### config.mk
export PLATFORM = sky130hd
export DESIGN_NAME = lratc_seq
export DESIGN_NICKNAME = d
export VERILOG_FILES = /design/src/lratc_pkg.sv /design/src/lratc_unit.sv /design/src/lratc_seq.sv
export SDC_FILE = /design/constraint.sdc
export NUM_CORES = 1
export LEC_CHECK = 0
export BUFFER_PORTS_ARGS = -buffer_cell sky130_fd_sc_hd__buf_2
export CORE_MARGIN = 5
export CORE_UTILIZATION = 48
export CTS_CLUSTER_DIAMETER = 200
export DETAILED_ROUTE_END_ITERATION = 10
export GPL_TIMING_DRIVEN = 0
export PLACE_DENSITY = 0.77
export SLEW_MARGIN = 20
export SYNTH_ARGS = -nofsm -noshare
export SYNTH_HDL_FRONTEND = slang
export SYNTH_SLANG_ARGS = --single-unit
### constraint.sdc
create_clock -name clk -period 8.74 [get_ports clk]
set_input_delay 2.622 -clock clk [delete_from_list [all_inputs] [get_ports clk]]
set_output_delay 2.622 -clock clk [all_outputs]
set_load 0.01 [all_outputs]
### src/lratc_pkg.sv
// Shared types and constants for the LRU address tag cache.
`timescale 1ns / 1ps

package lratc_pkg;

  localparam int KEY_BITS       = 48;
  localparam int IN_VALUE_BITS  = 32;
  localparam int KIND_BITS      = 2;
  localparam int STATUS_BITS    = 2;
  localparam int CFG_BITS       = 7;

  localparam logic [CFG_BITS-1:0] MAX_ENTRIES_RST = 7'd64;

  typedef enum logic [KIND_BITS-1:0] {
    KIND_LOOKUP = 2'd0,
    KIND_INSERT = 2'd1,
    KIND_REMOVE = 2'd2
  } kind_t;

  typedef enum logic [STATUS_BITS-1:0] {
    STATUS_OK     = 2'd0,
    STATUS_MISS   = 2'd1,
    STATUS_REJECT = 2'd2
  } status_t;

  typedef enum logic [2:0] {
    SEQ_CLEAR,
    SEQ_IDLE,
    SEQ_SCAN,
    SEQ_DECIDE,
    SEQ_UPDATE,
    SEQ_DONE
  } seq_state_t;

  // Rewrite rule applied by the entry unit during an update sweep.
  typedef enum logic [1:0] {
    UPD_NONE,
    UPD_TOUCH,
    UPD_INSERT,
    UPD_DROP
  } upd_mode_t;

  typedef struct packed {
    upd_mode_t mode;
    logic      at_target;
    logic      at_evict;
  } unit_ctl_t;

  typedef struct packed {
    logic match;
    logic free;
    logic oldest;
  } scan_hit_t;

endpackage

### src/lratc_unit.sv
// Shared entry unit: key/rank compare for scans, entry rewrite for updates.
`timescale 1ns / 1ps

module lratc_unit #(
  parameter int RANK_BITS  = 6,
  parameter int VALUE_BITS = 32
) (
  input  logic                            e_valid,
  input  logic [RANK_BITS-1:0]            e_rank,
  input  logic [lratc_pkg::KEY_BITS-1:0]  e_key,
  input  logic [VALUE_BITS-1:0]           e_value,
  input  logic [lratc_pkg::KEY_BITS-1:0]  req_key,
  input  logic [VALUE_BITS-1:0]           req_value,
  input  lratc_pkg::unit_ctl_t            ctl,
  input  logic [RANK_BITS-1:0]            rank_ref,
  input  logic [RANK_BITS-1:0]            old_rank,
  output lratc_pkg::scan_hit_t            hit,
  output logic                            w_valid,
  output logic [RANK_BITS-1:0]            w_rank,
  output logic [lratc_pkg::KEY_BITS-1:0]  w_key,
  output logic [VALUE_BITS-1:0]           w_value
);

  import lratc_pkg::*;

  always_comb begin
    hit.match  = e_valid && (e_key == req_key);
    hit.free   = !e_valid;
    hit.oldest = e_valid && (e_rank == old_rank);
  end

  always_comb begin
    w_valid = e_valid;
    w_rank  = e_rank;
    w_key   = e_key;
    w_value = e_value;
    case (ctl.mode)
      UPD_TOUCH: begin
        // hit entry to front, younger ones age by one
        if (ctl.at_target) begin
          w_rank = '0;
        end else if (e_valid && (e_rank < rank_ref)) begin
          w_rank = e_rank + RANK_BITS'(1);
        end
      end
      UPD_INSERT: begin
        if (ctl.at_target) begin
          w_valid = 1'b1;
          w_rank  = '0;
          w_key   = req_key;
          w_value = req_value;
        end else if (ctl.at_evict) begin
          w_valid = 1'b0;
        end else if (e_valid) begin
          w_rank = e_rank + RANK_BITS'(1);
        end
      end
      UPD_DROP: begin
        // close the gap left by the removed rank
        if (ctl.at_target) begin
          w_valid = 1'b0;
        end else if (e_valid && (e_rank > rank_ref)) begin
          w_rank = e_rank - RANK_BITS'(1);
        end
      end
      default: begin
      end
    endcase
  end

endmodule

### src/lratc_seq.sv
// Request sequencer: clear sweep, scan sweep, decision, update sweep, result word.
`timescale 1ns / 1ps

module lratc_seq #(
  parameter int ENTRIES    = 64,
  parameter int VALUE_BITS = 32
) (
  input  logic                                       clk,
  input  logic                                       rst_n,
  input  logic [$clog2(ENTRIES+1)-1:0]               limit,
  input  logic                                       in_valid,
  output logic                                       in_stall,
  input  logic [lratc_pkg::KIND_BITS-1:0]            in_kind,
  input  logic [lratc_pkg::KEY_BITS-1:0]             in_key,
  input  logic [lratc_pkg::IN_VALUE_BITS-1:0]        in_value,
  output logic                                       out_valid,
  input  logic                                       out_stall,
  output logic [lratc_pkg::STATUS_BITS-1:0]          out_status,
  output logic [lratc_pkg::IN_VALUE_BITS-1:0]        out_found_value,
  output logic                                       mem_we,
  output logic [$clog2(ENTRIES)-1:0]                 mem_waddr,
  output logic [1+$clog2(ENTRIES)+lratc_pkg::KEY_BITS+VALUE_BITS-1:0] mem_wdata,
  output logic [$clog2(ENTRIES)-1:0]                 mem_raddr,
  input  logic [1+$clog2(ENTRIES)+lratc_pkg::KEY_BITS+VALUE_BITS-1:0] mem_rdata
);

  import lratc_pkg::*;

  localparam int AW = $clog2(ENTRIES);
  localparam int CW = $clog2(ENTRIES+1);
  localparam int RB = AW;
  localparam int NW = AW + 1;
  localparam int WW = 1 + RB + KEY_BITS + VALUE_BITS;
  localparam logic [NW-1:0] LAST = NW'(ENTRIES);

  seq_state_t              state_r, state_nxt;
  logic [NW-1:0]           cnt_r, cnt_nxt;
  logic [KIND_BITS-1:0]    req_kind_r, req_kind_nxt;
  logic [KEY_BITS-1:0]     req_key_r, req_key_nxt;
  logic [VALUE_BITS-1:0]   req_value_r, req_value_nxt;
  logic                    match_found_r, match_found_nxt;
  logic [AW-1:0]           match_idx_r, match_idx_nxt;
  logic [RB-1:0]           match_rank_r, match_rank_nxt;
  logic [VALUE_BITS-1:0]   match_val_r, match_val_nxt;
  logic                    free_found_r, free_found_nxt;
  logic [AW-1:0]           free_idx_r, free_idx_nxt;
  logic [AW-1:0]           old_idx_r, old_idx_nxt;
  upd_mode_t               mode_r, mode_nxt;
  logic [AW-1:0]           tgt_idx_r, tgt_idx_nxt;
  logic                    tgt_ok_r, tgt_ok_nxt;
  logic                    evict_r, evict_nxt;
  logic [RB-1:0]           rank_ref_r, rank_ref_nxt;
  status_t                 status_r, status_nxt;
  logic [VALUE_BITS-1:0]   found_r, found_nxt;
  logic [CW-1:0]           count_r, count_nxt;
  logic                    out_valid_r, out_valid_nxt;
  status_t                 out_status_r, out_status_nxt;
  logic [IN_VALUE_BITS-1:0] out_found_r, out_found_nxt;

  logic [AW-1:0]           proc_idx;
  logic                    e_valid;
  logic [RB-1:0]           e_rank;
  logic [KEY_BITS-1:0]     e_key;
  logic [VALUE_BITS-1:0]   e_value;
  logic                    w_valid;
  logic [RB-1:0]           w_rank;
  logic [KEY_BITS-1:0]     w_key;
  logic [VALUE_BITS-1:0]   w_value;
  logic [RB-1:0]           old_rank;
  unit_ctl_t               ctl;
  scan_hit_t               hit;
  logic                    need_evict;
  logic                    ins_ok;
  logic [AW-1:0]           ins_slot;

  // entry word: {valid, rank, key, value}
  assign e_valid  = mem_rdata[WW-1];
  assign e_rank   = mem_rdata[WW-2 -: RB];
  assign e_key    = mem_rdata[VALUE_BITS +: KEY_BITS];
  assign e_value  = mem_rdata[VALUE_BITS-1:0];
  assign proc_idx = AW'(cnt_r - NW'(1));
  assign old_rank = RB'(count_r - CW'(1));

  assign need_evict = ({1'b0, count_r} + (CW+1)'(1)) > {1'b0, limit};
  assign ins_ok     = need_evict || free_found_r;
  assign ins_slot   = need_evict ?
                      ((free_found_r && (free_idx_r < old_idx_r)) ? free_idx_r : old_idx_r) :
                      free_idx_r;

  lratc_unit #(
    .RANK_BITS  (RB),
    .VALUE_BITS (VALUE_BITS)
  ) u_unit (
    .e_valid   (e_valid),
    .e_rank    (e_rank),
    .e_key     (e_key),
    .e_value   (e_value),
    .req_key   (req_key_r),
    .req_value (req_value_r),
    .ctl       (ctl),
    .rank_ref  (rank_ref_r),
    .old_rank  (old_rank),
    .hit       (hit),
    .w_valid   (w_valid),
    .w_rank    (w_rank),
    .w_key     (w_key),
    .w_value   (w_value)
  );

  always_comb begin
    state_nxt       = state_r;
    cnt_nxt         = cnt_r;
    req_kind_nxt    = req_kind_r;
    req_key_nxt     = req_key_r;
    req_value_nxt   = req_value_r;
    match_found_nxt = match_found_r;
    match_idx_nxt   = match_idx_r;
    match_rank_nxt  = match_rank_r;
    match_val_nxt   = match_val_r;
    free_found_nxt  = free_found_r;
    free_idx_nxt    = free_idx_r;
    old_idx_nxt     = old_idx_r;
    mode_nxt        = mode_r;
    tgt_idx_nxt     = tgt_idx_r;
    tgt_ok_nxt      = tgt_ok_r;
    evict_nxt       = evict_r;
    rank_ref_nxt    = rank_ref_r;
    status_nxt      = status_r;
    found_nxt       = found_r;
    count_nxt       = count_r;
    out_valid_nxt   = out_valid_r && out_stall;
    out_status_nxt  = out_status_r;
    out_found_nxt   = out_found_r;

    in_stall      = (state_r != SEQ_IDLE);
    mem_we        = 1'b0;
    mem_waddr     = proc_idx;
    mem_wdata     = {w_valid, w_rank, w_key, w_value};
    mem_raddr     = (cnt_r < LAST) ? cnt_r[AW-1:0] : '0;
    ctl.mode      = UPD_NONE;
    ctl.at_target = tgt_ok_r && (proc_idx == tgt_idx_r);
    ctl.at_evict  = evict_r && (proc_idx == old_idx_r);

    case (state_r)
      SEQ_CLEAR: begin
        mem_we    = 1'b1;
        mem_waddr = cnt_r[AW-1:0];
        mem_wdata = '0;
        if (cnt_r == LAST - NW'(1)) begin
          cnt_nxt   = '0;
          state_nxt = SEQ_IDLE;
        end else begin
          cnt_nxt = cnt_r + NW'(1);
        end
      end
      SEQ_IDLE: begin
        if (in_valid) begin
          req_kind_nxt    = in_kind;
          req_key_nxt     = in_key;
          req_value_nxt   = VALUE_BITS'(in_value);
          match_found_nxt = 1'b0;
          free_found_nxt  = 1'b0;
          cnt_nxt         = '0;
          state_nxt       = SEQ_SCAN;
        end
      end
      SEQ_SCAN: begin
        cnt_nxt = cnt_r + NW'(1);
        if (cnt_r != '0) begin
          if (hit.match && !match_found_r) begin
            match_found_nxt = 1'b1;
            match_idx_nxt   = proc_idx;
            match_rank_nxt  = e_rank;
            match_val_nxt   = e_value;
          end
          if (hit.free && !free_found_r) begin
            free_found_nxt = 1'b1;
            free_idx_nxt   = proc_idx;
          end
          if (hit.oldest) begin
            old_idx_nxt = proc_idx;
          end
        end
        if (cnt_r == LAST) begin
          state_nxt = SEQ_DECIDE;
        end
      end
      SEQ_DECIDE: begin
        cnt_nxt    = '0;
        status_nxt = STATUS_MISS;
        found_nxt  = '0;
        mode_nxt   = UPD_NONE;
        tgt_ok_nxt = 1'b0;
        evict_nxt  = 1'b0;
        state_nxt  = SEQ_DONE;
        case (req_kind_r)
          KIND_LOOKUP: begin
            if (match_found_r) begin
              status_nxt   = STATUS_OK;
              found_nxt    = match_val_r;
              mode_nxt     = UPD_TOUCH;
              tgt_idx_nxt  = match_idx_r;
              tgt_ok_nxt   = 1'b1;
              rank_ref_nxt = match_rank_r;
              state_nxt    = SEQ_UPDATE;
            end
          end
          KIND_INSERT: begin
            if (req_value_r == '0) begin
              status_nxt = STATUS_REJECT;
            end else begin
              status_nxt = STATUS_OK;
              // zero limit on an empty cache: the new entry is gone at once
              if (!match_found_r && !((count_r == '0) && (limit == '0))) begin
                evict_nxt   = need_evict;
                tgt_ok_nxt  = ins_ok;
                tgt_idx_nxt = ins_slot;
                mode_nxt    = UPD_INSERT;
                count_nxt   = count_r - CW'(need_evict) + CW'(ins_ok);
                state_nxt   = SEQ_UPDATE;
              end
            end
          end
          KIND_REMOVE: begin
            if (match_found_r) begin
              status_nxt   = STATUS_OK;
              mode_nxt     = UPD_DROP;
              tgt_idx_nxt  = match_idx_r;
              tgt_ok_nxt   = 1'b1;
              rank_ref_nxt = match_rank_r;
              count_nxt    = count_r - CW'(1);
              state_nxt    = SEQ_UPDATE;
            end
          end
          default: begin
          end
        endcase
      end
      SEQ_UPDATE: begin
        ctl.mode = mode_r;
        cnt_nxt  = cnt_r + NW'(1);
        if (cnt_r != '0) begin
          mem_we = 1'b1;
        end
        if (cnt_r == LAST) begin
          cnt_nxt   = '0;
          state_nxt = SEQ_DONE;
        end
      end
      SEQ_DONE: begin
        if (!out_valid_r || !out_stall) begin
          out_valid_nxt  = 1'b1;
          out_status_nxt = status_r;
          out_found_nxt  = IN_VALUE_BITS'(found_r);
          state_nxt      = SEQ_IDLE;
        end
      end
      default: begin
        state_nxt = SEQ_IDLE;
      end
    endcase
  end

  always_ff @(posedge clk) begin
    if (!rst_n) begin
      state_r       <= SEQ_CLEAR;
      cnt_r         <= '0;
      count_r       <= '0;
      out_valid_r   <= 1'b0;
      match_found_r <= 1'b0;
      free_found_r  <= 1'b0;
      mode_r        <= UPD_NONE;
      tgt_ok_r      <= 1'b0;
      evict_r       <= 1'b0;
    end else begin
      state_r       <= state_nxt;
      cnt_r         <= cnt_nxt;
      count_r       <= count_nxt;
      out_valid_r   <= out_valid_nxt;
      match_found_r <= match_found_nxt;
      free_found_r  <= free_found_nxt;
      mode_r        <= mode_nxt;
      tgt_ok_r      <= tgt_ok_nxt;
      evict_r       <= evict_nxt;
    end
  end

  always_ff @(posedge clk) begin
    req_kind_r   <= req_kind_nxt;
    req_key_r    <= req_key_nxt;
    req_value_r  <= req_value_nxt;
    match_idx_r  <= match_idx_nxt;
    match_rank_r <= match_rank_nxt;
    match_val_r  <= match_val_nxt;
    free_idx_r   <= free_idx_nxt;
    old_idx_r    <= old_idx_nxt;
    tgt_idx_r    <= tgt_idx_nxt;
    rank_ref_r   <= rank_ref_nxt;
    status_r     <= status_nxt;
    found_r      <= found_nxt;
    out_status_r <= out_status_nxt;
    out_found_r  <= out_found_nxt;
  end

  assign out_valid       = out_valid_r;
  assign out_status      = out_status_r;
  assign out_found_value = out_found_r;

endmodule

==> results.txt, run 1 <==
Syn nets = 1,317
Power per cell area = 164 nW/um^2
DP HPWL = 27,800 um
Seq cells post-synth = 242
Worst EP arrival = 5030 ps
Top cells by area, synth = edfxtp_1 54%, nand2_1 6.1%, a21oi_1 4.7%
Clock Pin Slew Worst Setup and Hold Paths = 60 ps
Setup WS post-layout = 1090 ps
CTS Buffer Depth = 3
Max_cap viols = 0
RR Startpoint = count_r[0]$_SDFFE_PN0P_
Synth unique cells = 67
H-tree depth = 1
Outcome = completed
Most common cell after layout, fill and taps aside = buf_2
RSZ-0062 raised after global routing = no
Post-route DRC = 0
Yosys warns = 0
Fmax = 0.131 GHz
Post-route antenna net violation count = 0
R2r setup slk = 4510 ps
# nets final = 1,668
Max_slew headroom = 0.404
Setup Skew = 16.9 ps
CP startpoint kind = input port
CP Max Fanout = 8
Final Util = 0.600
Total GRT Usage = 0.245
Final period util = 0.875
CTS tree = done
Post-CTS Resized = 0
DIE HEIGHT = 168 um
Top-area cell type share of the netlist area = 0.544
Worst-Skew Late Latency = 530 ps
CP Capture Type = primary output
Max Slew Vio Count = 0
Fin Hold WS = 418 ps
Root Driver = clkbuf_16
Finished Cell Area = 15,000 um^2
IO Pins = 316
Mapped Area = 12,000 um^2
Remaining global-route overflow = 0
Hold Path Class = reg -> reg
Initial DRT Pass Iterations = 5
Maximum vdd drop = 0.156 mV
DR vias = 9,916
Routability cong. = 0.945
CP Class = in -> out
Routed met1 length = 14,000 um
Share of cells above drive strength 1 = 0.267
Share of flip-flops with an asynchronous set or reset = 0
Cts bufs inserted = 26
IO Port Bufs = 314
Average size of a mapped cell = 11.0 um^2
Die Width = 168 um
Cts hold-fix bufs = 0
Pleak = 6.44 nW
Met2 WL post-DR = 17,500 um
Min-Delay Startpoint = match_rank_r[4]$_DFFE_PP_
Non-filler cells, final = 1,800
Die area = 28,300 um^2
Fillers = 2,067
Routed wire length per instance = 20.1 um
CTS Sinks = 242
Hold worst-path end = rank_ref_r[4]$_DFFE_PP_
Top sig layer = met5
Worst hold stages = 0
Largest area contributor in the netlist = edfxtp_1
Initial antenna violation count = 9
Sequential fraction of the synthesis area = 0.584
Setup bufs post-CTS = 0
Final-report hold violation count = 0
Layout area overhead = 24.5%
Pin slew with the least headroom to its limit = 887 ps
EDFF count, synth = 218
DRC marker count from the first detailed-route iteration = 872
Avg Vias per Cell = 5.51
Dpl cells = 1,748
DRT Wirelength = 36,200 um
Place WS = 1250 ps
Worst r2r dst = count_r[4]$_SDFFE_PN0P_
Placed cell areas = 14,100 um^2
Initial Util = 0.482
Pin count of the biggest net entering global routing = 44
Final min period = 7650 ps
Worst reg-to-reg path cell count = 17
Vias in the first global route = 9,691
Core footprint = 25,000 um^2
Routed met3 length = 3000 um
WP data required = 6120 ps
Post-synth top flop = edfxtp_1
Rows = 58
First-pass GRT wire length = 54,400 um
Synth Instances = 1,095
Final setup violation count = 0
Most frequent cells in the layout = 323 x buf_2, 218 x edfxtp_1, 196 x nand2_1
[cell type report]
type / instances / area (um^2) / area share
diodes: 5 / 12.5 / 0.000835
clock inverters: 10 / 88.8 / 0.00593
inverters: 54 / 205 / 0.0137
multi-input cells: 747 / 4570 / 0.305
clock buffers: 37 / 743 / 0.0496
repair buffers: 323 / 1660 / 0.111
well taps: 330 / 413 / 0.0276
plain buffers: 52 / 264 / 0.0176
flip-flops and latches: 242 / 7030 / 0.469
[synthesized netlist by cell type, types with 3 or more instances]
| cell type | number |
|---|---|
| edfxtp_1 | 218 |
| nand2_1 | 196 |
| a21oi_1 | 113 |
| inv_1 | 54 |
| xor2_1 | 48 |
| and2_1 | 41 |
| ha_1 | 41 |
| nor2_1 | 40 |
| clkbuf_1 | 39 |
| xnor2_1 | 32 |
| o21ai_0 | 31 |
| nand3_1 | 25 |
| dfxtp_1 | 24 |
| nor4_1 | 20 |
| a31oi_1 | 16 |
| nand4_1 | 11 |
| nor2b_1 | 11 |
| nor3_1 | 11 |
| o21a_1 | 10 |
| buf_6 | 8 |
| a211oi_1 | 7 |
| and3_1 | 7 |
| nand2b_1 | 7 |
| o22ai_1 | 7 |
| a21boi_0 | 6 |
| a21o_1 | 6 |
| o31ai_1 | 5 |
| a221oi_1 | 4 |
| buf_2 | 4 |
| o21bai_1 | 4 |
| nand3b_1 | 3 |
| or3_1 | 3 |
| or4_1 | 3 |
[power by group]
group / internal [mW] / switching [mW]
Combinational: 0.0613 / 0.0791
Clock: 0.622 / 0.442
Sequential: 1.26 / 0.00221
Total: 1.94 / 0.524
[cells by family after synthesis]
logic type,after synthesis,share of synthesized area
AND/OR/NAND/NOR,392,0.157
other,1,0.000312
buffers and inverters,106,0.0388
adder cells (fa/ha/maj),42,0.0443
XOR/XNOR,81,0.0601
flip-flops,242,0.584
AO/OA/AOI/OAI,228,0.113
multiplexers,3,0.00260
[how the worst max path moves through the flow]
| stage | start | to | slack, ps |
|---|---|---|---|
| global route | mem_rdata[81] | mem_wdata[82] | 980 |
| finish | mem_rdata[81] | mem_wdata[85] | 1090 |
| floorplan | mem_rdata[72] | match_idx_r[0]$_DFFE_PP_ | 200 |
| global placement | mem_rdata[72] | match_val_r[24]$_DFFE_PP_ | -2360 |
| detailed placement | mem_rdata[81] | mem_wdata[83] | 1250 |
| CTS | mem_rdata[81] | mem_wdata[83] | 1230 |
[registers in the layout, indices dropped and copies added, names as in the netlist, 7 cells and up]
| name | flops |
|---|---|
| cnt_r | 7 |
| count_r | 7 |
| found_r | 32 |
| match_val_r | 32 |
| out_found_value | 32 |
| req_key_r | 48 |
| req_value_r | 32 |
[critical path, cell delays in order]
cell	delay (ps)
buf_2	170
ha_1	320
nor2b_1	140
o21a_1	160
o21bai_1	400
nand4_1	180
a21boi_0	490
o21ai_0	220
o211ai_1	140
buf_2	180
[metal layers]
layer | GRT usage | up-vias
met2 | 0.405 | 517
met5 | 0 | -
met1 | 0.315 | 4678
met3 | 0.0498 | 98
li1 | - | 4615
met4 | 0.103 | 8
[stage by stage]
step           setup TNS [ps]  power, mW
6_report                    0       2.46
3_5_place_dp                0       1.42
3_3_place_gp          -105790       1.42
2_1_floorplan               0       1.35
5_1_grt                     0       2.54
4_1_cts                     0       2.48
No activity file was read; power rests on OpenSTA's default activity.
==> run 2: changes to the inputs <==
--- a/config.mk
+++ b/config.mk
@@ -5,13 +5,14 @@
 export SDC_FILE = /design/constraint.sdc
 export NUM_CORES = 1
 export LEC_CHECK = 0
+export ABC_AREA = 1
 export BUFFER_PORTS_ARGS = -buffer_cell sky130_fd_sc_hd__buf_2
 export CORE_MARGIN = 5
-export CORE_UTILIZATION = 48
+export CORE_UTILIZATION = 49
 export CTS_CLUSTER_DIAMETER = 200
 export DETAILED_ROUTE_END_ITERATION = 10
 export GPL_TIMING_DRIVEN = 0
-export PLACE_DENSITY = 0.77
+export PLACE_DENSITY = 0.78
 export SLEW_MARGIN = 20
 export SYNTH_ARGS = -nofsm -noshare
 export SYNTH_HDL_FRONTEND = slang
==> run 2 against run 1 <==
Compared with the run above: final cell count increased by 12%; hold slack got worse by 0.93 ps; critical path depth increased by 5; die area increased by 1.2%; largest cell class unchanged; global-route usage increased by 1.4 points; first-iteration DRC count increased by 13%; critical path type unchanged; sequential power increased by 14%.
==> results.txt, run 2 <==
DP HPWL = 29,300 um
Power per cell area = 235 nW/um^2
Post-CTS Resized = 0
Critical path's top delay family = buffers and inverters
Clock Pin Slew Worst Setup and Hold Paths = 60 ps
RSZ-0062 raised after global routing = no
CP startpoint = mem_rdata[80]
Most common cell after layout, fill and taps aside = buf_2
Mapped Area = 12,400 um^2
Rows = 58
Crit path max-delay cell type = ha_1
Synth unique cells = 45
Seq cells post-synth = 242
Share of flip-flops with an asynchronous set or reset = 0
CTS Sinks = 242
Synth Instances = 1,324
Worst hold stages = 0
CTS tree = done
DRC marker count from the first detailed-route iteration = 987
Syn nets = 1,546
Setup bufs post-CTS = 0
Max Slew Vio Count = 0
Share of cells above drive strength 1 = 0.234
CP most frequent cell = nand2_1
CP max stage delay = 340 ps
Hold worst-path end = rank_ref_r[1]$_DFFE_PP_
Pin count of the biggest net entering global routing = 48
IO Pins = 316
EDFF count, synth = 218
Layout area overhead = 23.9%
Remaining global-route overflow = 0
Post-route DRC = 0
Most frequent cells in the layout = 319 x buf_2, 218 x edfxtp_1, 206 x inv_1
Final-report hold violation count = 0
CP Max Fanout = 8
CTS Buffer Depth = 3
Routed wire length per instance = 18.9 um
Largest area contributor in the netlist = edfxtp_1
Vias in the first global route = 10,791
Maximum vdd drop = 0.214 mV
RR Startpoint = count_r[0]$_SDFFE_PN0P_
Final period util = 0.875
Avg Vias per Cell = 5.38
Fin Hold WS = 417 ps
Hold Path Class = reg -> reg
H-tree depth = 1
Pleak = 6.98 nW
Initial antenna violation count = 1
First-pass GRT wire length = 58,400 um
Min-Delay Startpoint = match_rank_r[1]$_DFFE_PP_
Final setup violation count = 0
DR vias = 10,871
Average size of a mapped cell = 9.39 um^2
Setup Skew = 17.8 ps
Cts bufs inserted = 26
Largest Register = req_key_r
CP startpoint kind = input port
DIE HEIGHT = 169 um
Pin slew with the least headroom to its limit = 834 ps
Commonest cells post-synth = 218 x edfxtp_1, 207 x inv_1, 205 x nand2_1
Core footprint = 25,100 um^2
Worst EP arrival = 5030 ps
Worst r2r dst = count_r[6]$_SDFFE_PN0P_
Setup TNS = 0 ps
Final min period = 7650 ps
WP data required = 6120 ps
IO Port Bufs = 314
Max_cap viols = 0
Sequential fraction of the synthesis area = 0.565
Fmax = 0.131 GHz
Outcome = completed
Worst reg-to-reg path cell count = 20
CP Capture Type = primary output
WP buf/inv = 6
Total GRT Usage = 0.258
Yosys warns = 0
CP Class = in -> out
Post-route antenna net violation count = 0
Max_slew headroom = 0.439
R2r setup slk = 4950 ps
Max reg flops = 48
Initial Util = 0.495
Cts hold-fix bufs = 0
Root Driver = clkbuf_16
Post-synth top flop = edfxtp_1
Die Width = 169 um
Initial DRT Pass Iterations = 6
Top-area cell type share of the netlist area = 0.526
DRT Wirelength = 38,100 um
Worst-Skew Late Latency = 550 ps
Die area = 28,700 um^2
Most numerous cell in the Yosys netlist = edfxtp_1
# nets final = 1,892
Top cells by area, synth = edfxtp_1 53%, inv_1 6.2%, nand2_1 6.2%
Routability cong. = 0.921
CP Cell Sequence = buf_2 > clkbuf_1 > inv_1 > ha_1 > nand2_1 > inv_1 > a21oi_1 > nand2_1 > o21ai_0 > nand2_1 > nand3_1 > nand4_1 > nand2_1 > inv_1 > buf_2
==> run 2: worst max path at each step <==
stage,endpoint,slack [ps],cells after the start
6_report,mem_wdata[81],1090,15
5_1_grt,mem_wdata[82],820,15
4_1_cts,mem_wdata[81],1100,15
3_5_place_dp,mem_wdata[81],1110,15
3_3_place_gp,mem_wdata[81],1120,15
2_1_floorplan,mem_wdata[80],1760,13
==> run 2: cell families after synthesis <==
family,synth area share
fa+ha+maj,0.0429
flops,0.565
compound gates,0.116
simple gates,0.159
xor+xnor,0.0328
buf+inv,0.0838
other cells,0.000301
==> run 2: through the flow <==
stage	worst slack, ps	power (mW)	utilization	instance area, um^2	std cells
finish	1090	3.62	0.614	15400	2022
global route	818	3.80	0.614	15400	2021
CTS	1100	3.63	0.614	15400	2020
detailed placement	1110	2.52	0.579	14500	1972
global placement	1120	2.49	0.574	14400	1968
floorplan	1760	2.06	-	12400	1324
==> run 2: where the power goes <==
group	switching, mW	internal (mW)	leakage [nW]
clock network	0.461	0.648	0.427
registers	0.0581	1.38	2.16
logic	0.714	0.356	4.39
==> run 2: metal layers <==
layer / vias up / routed length, um / track usage
met4: 0 / 1400 / 0.0879
met3: 95 / 3140 / 0.0412
met1: 5054 / 14800 / 0.323
met5: - / 0 / 0
met2: 563 / 18800 / 0.458
li1: 5159 / - / -
==> run 2: cell type report <==
class	instances	area (um^2)
multi-input cells	826	4400
clock inverters	18	194
well taps	330	413
repair buffers	318	1660
flip-flops and latches	242	7030
clock buffers	30	676
fillers	2134	9690
plain buffers	44	246
diodes	2	5.00
inverters	212	798
==> run 3: changes to the inputs <==
--- a/config.mk
+++ b/config.mk
@@ -5,14 +5,14 @@
 export SDC_FILE = /design/constraint.sdc
 export NUM_CORES = 1
 export LEC_CHECK = 0
-export ABC_AREA = 1
+export ABC_AREA = 0
 export BUFFER_PORTS_ARGS = -buffer_cell sky130_fd_sc_hd__buf_2
 export CORE_MARGIN = 5
-export CORE_UTILIZATION = 49
+export CORE_UTILIZATION = 48
 export CTS_CLUSTER_DIAMETER = 200
 export DETAILED_ROUTE_END_ITERATION = 10
 export GPL_TIMING_DRIVEN = 0
-export PLACE_DENSITY = 0.78
+export PLACE_DENSITY = 0.77
 export SLEW_MARGIN = 20
 export SYNTH_ARGS = -nofsm -noshare
 export SYNTH_HDL_FRONTEND = slang
==> constraint.sdc (replaced) <==
create_clock -name clk -period 6.7 [get_ports clk]
set_input_delay 2.01 -clock clk [delete_from_list [all_inputs] [get_ports clk]]
set_output_delay 2.01 -clock clk [all_outputs]
set_load 0.01 [all_outputs]
==> run 3 against run 2 <==
Compared with the run above: sequential share of layout area up 1.1 points; power fell by 9.7%; via count decreased by 10%; global-route usage is 1.8 points lower; clock-buffer cell count up 3; clock power rose by 30%; worst setup slack got worse by 810 ps; clock skew decreased by 5.1 ps; cell area decreased by 2.4%.
==> results.txt, run 3 (synthesis results as in run 1) <==
First-pass GRT wire length = 53,700 um
WP data required = 4690 ps
DRC marker count from the first detailed-route iteration = 813
Cts hold-fix bufs = 0
Initial DRT Pass Iterations = 5
DRT Wirelength = 35,500 um
CP Capture Type = primary output
DIE HEIGHT = 168 um
Setup WS post-layout = 277 ps
Rows = 58
Most frequent cells in the layout = 319 x buf_2, 218 x edfxtp_1, 196 x nand2_1
CP Class = in -> out
Max_slew headroom = 0.430
DR vias = 9,731
Initial antenna violation count = 5
CTS tree = done
Share of cells above drive strength 1 = 0.268
Final min period = 6420 ps
Post-route antenna net violation count = 0
Clock Pin Slew Worst Setup and Hold Paths = 50 ps
Fillers = 2,092
Post-CTS Resized = 0
# nets final = 1,668
Final period util = 0.959
Vias in the first global route = 9,601
Max Slew Vio Count = 0
Place WS = 372 ps
Max reg flops = 48
Fmax = 0.156 GHz
Remaining global-route overflow = 0
Routed wire length per instance = 19.7 um
Final setup violation count = 0
RSZ-0062 raised after global routing = no
CP Max Fanout = 8
Fin Hold WS = 417 ps
Die area = 28,300 um^2
Max_cap viols = 0
Most common cell after layout, fill and taps aside = buf_2
Pleak = 6.48 nW
Post-route DRC = 0
Pin count of the biggest net entering global routing = 48
Hold Path Class = reg -> reg
H-tree depth = 1
Die Width = 168 um
Total power = 3.27 mW
Pin slew with the least headroom to its limit = 855 ps
IO Pins = 316
CTS Sinks = 242
Final Util = 0.603
Initial Util = 0.482
Cts bufs inserted = 27
Outcome = completed
Total GRT Usage = 0.240
Layout area overhead = 25.1%
Worst-Skew Late Latency = 530 ps
Setup bufs post-CTS = 0
Power per cell area = 217 nW/um^2
Worst EP arrival = 4410 ps
Maximum vdd drop = 0.286 mV
IO Port Bufs = 314
Root Driver = clkbuf_16
Routability cong. = 0.987
Setup Skew = 12.7 ps
Avg Vias per Cell = 5.40
Core footprint = 25,000 um^2
CP startpoint kind = input port
Final-report hold violation count = 0
DP HPWL = 27,700 um
Largest Register = req_key_r
CTS Buffer Depth = 3
-- run 3: report_power, final --
part	leakage [nW]	switching [mW]	internal [mW]	total [mW]
clock network	0.425	0.585	0.858	1.44
registers	2.30	0.00287	1.64	1.64
logic	3.75	0.102	0.0798	0.182
total	6.48	0.690	2.58	3.27
-- run 3: through the flow --
stage               area [um^2]  cells  TNS, ps
finish                    15000   1802        0
global placement          14000   1739   -52210
detailed placement        14200   1747        0
global route              15000   1800        0
CTS                       15000   1797        0
floorplan                 12000   1095        0
-- run 3: area by class of cell --
type / count / area, um^2 / share of cell area
sequential: 242 / 7030 / 0.467
multi-input combinational: 747 / 4580 / 0.304
timing repair buffer: 322 / 1680 / 0.112
clock buffer: 33 / 698 / 0.0464
tap: 330 / 413 / 0.0274
buffer: 52 / 264 / 0.0175
inverter: 54 / 205 / 0.0136
clock inverter: 17 / 169 / 0.0112
antenna: 5 / 12.5 / 0.000831
-- run 3: worst paths after layout --
path                                           startpoint                      end  slack [ps]  depth (start not counted)
worst max-delay path                        mem_rdata[81]            mem_wdata[82]         280                         10
worst min-delay path            match_rank_r[2]$_DFFE_PP_  rank_ref_r[2]$_DFFE_PP_         420                          0
worst max register to register    count_r[0]$_SDFFE_PN0P_  count_r[6]$_SDFFE_PN0P_        2340                         19
worst min register to register  match_rank_r[2]$_DFFE_PP_  rank_ref_r[2]$_DFFE_PP_         420                          0
-- run 3: worst max-delay path: stages --
cell and delay [ps]:
buf_2 170, ha_1 320, nor2b_1 130, o21a_1 160
o21bai_1 380, nand4_1 170, a21boi_0 510, o21ai_0 200
a31oi_1 180, buf_2 180
-- run 3: routing by layer --
metal	wire (um)	GRT usage	share of wire	vias to the layer above
met5	21	0	0.00059	-
met2	17500	0.409	0.49	439
met1	14400	0.317	0.40	4589
met4	961	0.0663	0.027	4
li1	-	-	-	4624
met3	2650	0.0453	0.074	75
